==> src/rtl/swpec_pkg.sv <==
package swpec_pkg;

  // Number of timestamps kept in the history ring.
  localparam int unsigned HISTORY_DEPTH = 1024;

  // Width of a ring slot index.
  localparam int unsigned IDX_W = $clog2(HISTORY_DEPTH);

  // Width needed internally to hold a count from 0 up to HISTORY_DEPTH.
  localparam int unsigned CNT_W = $clog2(HISTORY_DEPTH + 1);

  // Fixed field widths of the stream items and the register.
  localparam int unsigned TIME_W  = 32;
  localparam int unsigned COUNT_W = 11;

  // Output tdata: two count fields, padded up to whole bytes.
  localparam int unsigned OUT_FIELDS_W = 2 * COUNT_W;
  localparam int unsigned OUT_DATA_W   = ((OUT_FIELDS_W + 7) / 8) * 8;

  // Largest number of earlier entries one walk may visit.
  localparam logic [CNT_W-1:0] WALK_MAX = CNT_W'(HISTORY_DEPTH - 1);

  // Ring size as a count value, for the fill level saturation.
  localparam logic [CNT_W-1:0] FILL_MAX = CNT_W'(HISTORY_DEPTH);

  // Last slot index of the ring.
  localparam logic [IDX_W-1:0] LAST_SLOT = IDX_W'(HISTORY_DEPTH - 1);

  // Reset value of the window register, in seconds.
  localparam logic [TIME_W-1:0] WINDOW_RESET = TIME_W'(60);

  // Commands from the controller to the datapath.
  typedef struct packed {
    logic load;     // capture a new item and start the walk
    logic rd_step;  // step the cursor back one slot and read it
    logic cmp;      // compare the returned entry and count on a hit
    logic finish;   // store the item, update the peak, load the result
  } swpec_cmd_t;

  // Status from the datapath to the controller.
  typedef struct packed {
    logic has_hist;  // the ring holds at least one earlier entry
    logic hit;       // the entry just read lies within the window
    logic more;      // further entries remain to be visited
  } swpec_sts_t;

endpackage

==> src/rtl/swpec_ctrl.sv <==
module swpec_ctrl (
  input  logic              clk,
  input  logic              rst,
  input  logic              in_valid,
  output logic              in_ready,
  output logic              out_valid,
  input  logic              out_ready,
  input  swpec_pkg::swpec_sts_t sts,
  output swpec_pkg::swpec_cmd_t cmd
);

  import swpec_pkg::*;

  typedef enum logic [1:0] {
    ST_IDLE,
    ST_READ,
    ST_CMP,
    ST_FINISH
  } state_t;

  state_t state;
  state_t state_next;
  logic   out_free;

  // The result register can take a new result when empty or being drained.
  assign out_free = !out_valid || out_ready;
  assign in_ready = (state == ST_IDLE);

  // Next state and datapath commands.
  always_comb begin
    state_next = state;
    cmd        = '0;
    unique case (state)
      ST_IDLE: begin
        if (in_valid) begin
          cmd.load   = 1'b1;
          state_next = sts.has_hist ? ST_READ : ST_FINISH;
        end
      end
      ST_READ: begin
        cmd.rd_step = 1'b1;
        state_next  = ST_CMP;
      end
      ST_CMP: begin
        cmd.cmp    = 1'b1;
        state_next = (sts.hit && sts.more) ? ST_READ : ST_FINISH;
      end
      ST_FINISH: begin
        if (out_free) begin
          cmd.finish = 1'b1;
          state_next = ST_IDLE;
        end
      end
      default: begin
        state_next = ST_IDLE;
      end
    endcase
  end

  // State and the result valid flag.
  always_ff @(posedge clk) begin
    if (rst) begin
      state     <= ST_IDLE;
      out_valid <= 1'b0;
    end else begin
      state <= state_next;
      if (cmd.finish) begin
        out_valid <= 1'b1;
      end else if (out_ready) begin
        out_valid <= 1'b0;
      end
    end
  end

endmodule

==> config.mk <==
export PLATFORM = sky130hd
export DESIGN_NAME = swpec_ctrl
export DESIGN_NICKNAME = d
export VERILOG_FILES = /design/src/rtl/swpec_pkg.sv /design/src/rtl/swpec_ctrl.sv
export SDC_FILE = /design/constraint.sdc
export NUM_CORES = 1
export LEC_CHECK = 0
export BUFFER_PORTS_ARGS = -buffer_cell sky130_fd_sc_hd__buf_4
export CAP_MARGIN = 20
export CELL_PAD_IN_SITES_DETAIL_PLACEMENT = 0
export CELL_PAD_IN_SITES_GLOBAL_PLACEMENT = 2
export CORE_AREA = 2 2 39 41
export CTS_BUF_LIST = sky130_fd_sc_hd__clkbuf_4
export CTS_CLUSTER_DIAMETER = 60
export DETAILED_ROUTE_END_ITERATION = 8
export DIE_AREA = 0 0 41 43
export PLACE_DENSITY = 0.58
export SLEW_MARGIN = 20
export SYNTH_ARGS = -nofsm -noshare
export SYNTH_HDL_FRONTEND = slang
export SYNTH_SLANG_ARGS = --single-unit
==> constraint.sdc <==
create_clock -name clk -period 1.2 [get_ports clk]
set_input_delay 0.18 -clock clk [delete_from_list [all_inputs] [get_ports clk]]
set_output_delay 0.18 -clock clk [all_outputs]
set_load 0.05 [all_outputs]
# Yosys cells after proc, flatten, opt, wreduce, memory -nomap -nowiden
# Cells that the tools add are included.
[totals]
reg_bits = 3
out_inout_bits = 6
elab_cells = 26
[classes]
eq_ne = 5
n_mux = 13
n_reduce_logical = 6
[ops]
columns = ["operator", "n"]
rows = [
  ["two-way mux 1 bit", 8],
  ["two-way mux 2 bit", 4],
  ["one-hot mux 2 bit (4 select lines)", 1],
  ["== test 2 bit (second input constant)", 2],
  ["!= test 2 bit (second input constant)", 2],
  ["== test 2 x 1 -> 1 bit (second input constant)", 1],
  ["logical NOT 2 bit", 1],
  ["AND reduction 2 bit", 1],
  ["nonzero test 2 bit", 1],
  ["logical AND 1 bit", 1],
  ["logical NOT 1 bit", 1],
  ["logical OR 1 bit", 1],
]

# Longest topological paths before layout
[logic_depth]
depth_word = 5
depth_mapped = 3
mapped_depth_nobuf = 3

# Worst setup path before layout
# No wires, ideal clock.
[synth_path]
kind = "flip-flop to output port"
from = "reg state[0]"
to = "out cmd[3] in the netlist's numbering"
arrival_time_ns = 1.644
t_required_ns = 1.020
path_slack_ns = -0.624
path_stages_with_launch = 3
path_buffers = 0
path_cell_list = "dfxtp_1 > nor2_1 > and2_1"
[synth_lines]
columns = ["element", "line", "source"]
rows = [
  ["start, declared", "swpec_ctrl.sv:21", "state_t state;"],
  ["start signal, assigned", "swpec_ctrl.sv:66", "state <= state_next;"],
  ["end, declared", "swpec_ctrl.sv:9", "output swpec_pkg::swpec_cmd_t cmd"],
]

==> impl_metrics.json <==
{
  "status": "completed",
  "irDropWorstVdd_v": 0.000560,
  "rsz0062_at_grt": "true",
  "viasPerCell": 3.77,
  "synth.cell_area_um2": 156,
  "grt_pass1_vias": 175,
  "ant_nets": 0,
  "holdPathStages": 2,
  "dp_hpwl_um": 382,
  "layout.cells.most_common_list": "11 x buf_4, 4 x clkbuf_4, 3 x nor2b_4, 3 x nor2_1",
  "final_util_pct": 27.8,
  "final_cell_area_um2": 385,
  "clkTransAtPathRegs_ns": 0.04,
  "grt_util_met2_pct": 8.44,
  "power_switching_mw": 0.183,
  "ys_ff_latch": 3,
  "synthCells": 18,
  "max-cap-violations": 0,
  "clock.fmax_ghz": 0.841,
  "final_common_cell": "buf_4",
  "crit_path_max_fanout": 6,
  "end_kind": "output port",
  "min_period_over_period_pct": 99.0,
  "power.internal_mw": 0.352,
  "grt-ovfl-total": 0,
  "reg2regPathDepth": 3,
  "n_fill_cell": 145,
  "drv_slew": 0,
  "swShare_pct": 34.2,
  "setup_violations": 0,
  "n_antenna_cell": 0,
  "die_w_um": 41,
  "io_buffers": 12,
  "yosysTopAreaCellShare_pct": 38.4,
  "rows": 14,
  "start_util_pct": 11.3,
  "hp-class": "primary input to flop",
  "dp.cells": 47,
  "route.detailed.drc": 0,
  "syn_to_final_growth_pct": 146,
  "leakagePower_nw": 0.169,
  "fin_skew_ns": 0.00264,
  "pwr-share-comb_pct": 37.9,
  "fin_crit_ns": 1.19,
  "power.density_mw_per_mm2": 1390,
  "routedWlPerCell_um": 10.2,
  "syn_nets": 25,
  "grt_use_met1_pct": 7.72,
  "cts_buffers": 3,
  "dieArea_mm2": 0.00176,
  "drt_iter0_drc": 5,
  "ys_warn_count": 0,
  "avgSynthCellArea_um2": 8.69,
  "vias": 200,
  "crit_required_ns": 1.02,
  "fin_tns_setup_ns": 0,
  "antenna_found_initial": 0,
  "rrSetupSlack_ns": 0.23,
  "io_pins": 13,
  "gp_congestion": 0.568,
  "cts_num_sinks": 3,
  "crit_arrival_ns": 1.01,
  "synthTopCellsByArea": "dfxtp_1 38%, nor2_1 12%, nor2b_4 8.8%",
  "die-height_um": 43,
  "root_buffer": "clkbuf_4",
  "cts_max_level": 1,
  "gr-usage-met3_pct": 6.28,
  "seq_area_frac_synth_pct": 38.4,
  "worstSkewPairLatency_ns": 0.24,
  "grt_usage_pct": 7.23,
  "ys_types": 11,
  "layout.cells.non_filler": 53,
  "clkPwrFrac_pct": 38.5,
  "grt_pass1_wl_um": 738,
  "multi_input_area_um2": 131,
  "clock_path_buffers": 2,
  "hold_violations": 0,
  "core_area_mm2": 0.00138,
  "tritoncts": "built",
  "grt_max_degree": 7,
  "crit_type": "flop to output port",
  "start_kind": "flop",
  "placed_cell_area_um2": 293,
  "slew_headroom_pct": 90.1,
  "nets": 45,
  "wl_um": 543,
  "gr-max-usage-layer": "met2",
  "drive_gt1_share_pct": 81.1,
  "p_seq_share_pct": 23.6,
  "seqCellArea_um2": 68.8,
  "tightest_slew_ns": 0.149,
  "yosys.area.top_type": "dfxtp_1",
  "drtPass1Iterations": 2
}
==> kinds of logic after synthesis <==
logic type	after synthesis	synth area share, %
compound gates	4	22.4
flops	3	38.4
simple gates	11	39.2
==> registers in the layout, summed over array words and instances (netlist names) <==
register	flops
out_valid	1
state	2
==> critical path, stage by stage (launching register included) <==
cell and delay [ns]:
dfxtp_4 0.37, nor2_4 0.12, and2_4 0.15, buf_8 0.13
==> worst paths after layout <==
path / from / endpoint
setup / recovery: state[0]$_SDFFE_PP0P_ / cmd[3]
hold / removal: rst / state[0]$_SDFFE_PP0P_
setup reg to reg: state[1]$_SDFFE_PP0P_ / state[1]$_SDFFE_PP0P_
hold reg to reg: state[0]$_SDFFE_PP0P_ / out_valid$_SDFFE_PP0P_
==> repair_timing <==
action                                  4_1_cts  5_1_grt
hold buffers                                  0        0
resized for setup                            10        5
setup buffers                                 0        2
endpoints found under the setup margin        4        3
pin swaps                                     1        3
==> routing by layer <==
layer	wire length, um	share of wire [%]
met5	0	0
met4	0	0
met3	74	14
met2	247	45
met1	220	41
==> cell usage after synthesis <==
cell type and count:
nor2b_4 1, a31o_1 1, nor2_1 5, nor2b_1 2, a21oi_1 1, nand2_1 1, a2bb2oi_1 1, nand2b_1 1
dfxtp_1 3, and2_1 1, a211oi_2 1
==> area by class of cell <==
class                           instances  share of cell area, %
Clock buffer                            4                   7.79
Multi-Input combinational cell         15                   34.1
Sequential cell                         3                   17.9
Tap cell                               16                   5.19
Timing Repair Buffer                   15                   35.1
==> through the flow <==
| stage | setup slack, ns | hold WS, ns | total power, mW |
|---|---|---|---|
| after CTS | 0.00481 | 0.107 | 0.530 |
| final | 0.0115 | 0.120 | 0.535 |
| after detailed placement | 0.0795 | 0.369 | 0.293 |
| after global placement | 0.0874 | 0.367 | 0.293 |
| after global routing | -0.0298 | 0.115 | 0.567 |
| after floorplan | -0.169 | 0.245 | 0.235 |
==> power groups by stage <==
stage / Combinational (mW) / Clock, mW / Sequential (mW)
floorplan: 0.105 / 0 / 0.130
global placement: 0.168 / 0 / 0.125
detailed placement: 0.168 / 0 / 0.124
CTS: 0.185 / 0.221 / 0.124
global route: 0.211 / 0.226 / 0.129
finish: 0.203 / 0.206 / 0.126
Power figures use the tool's default switching activity.
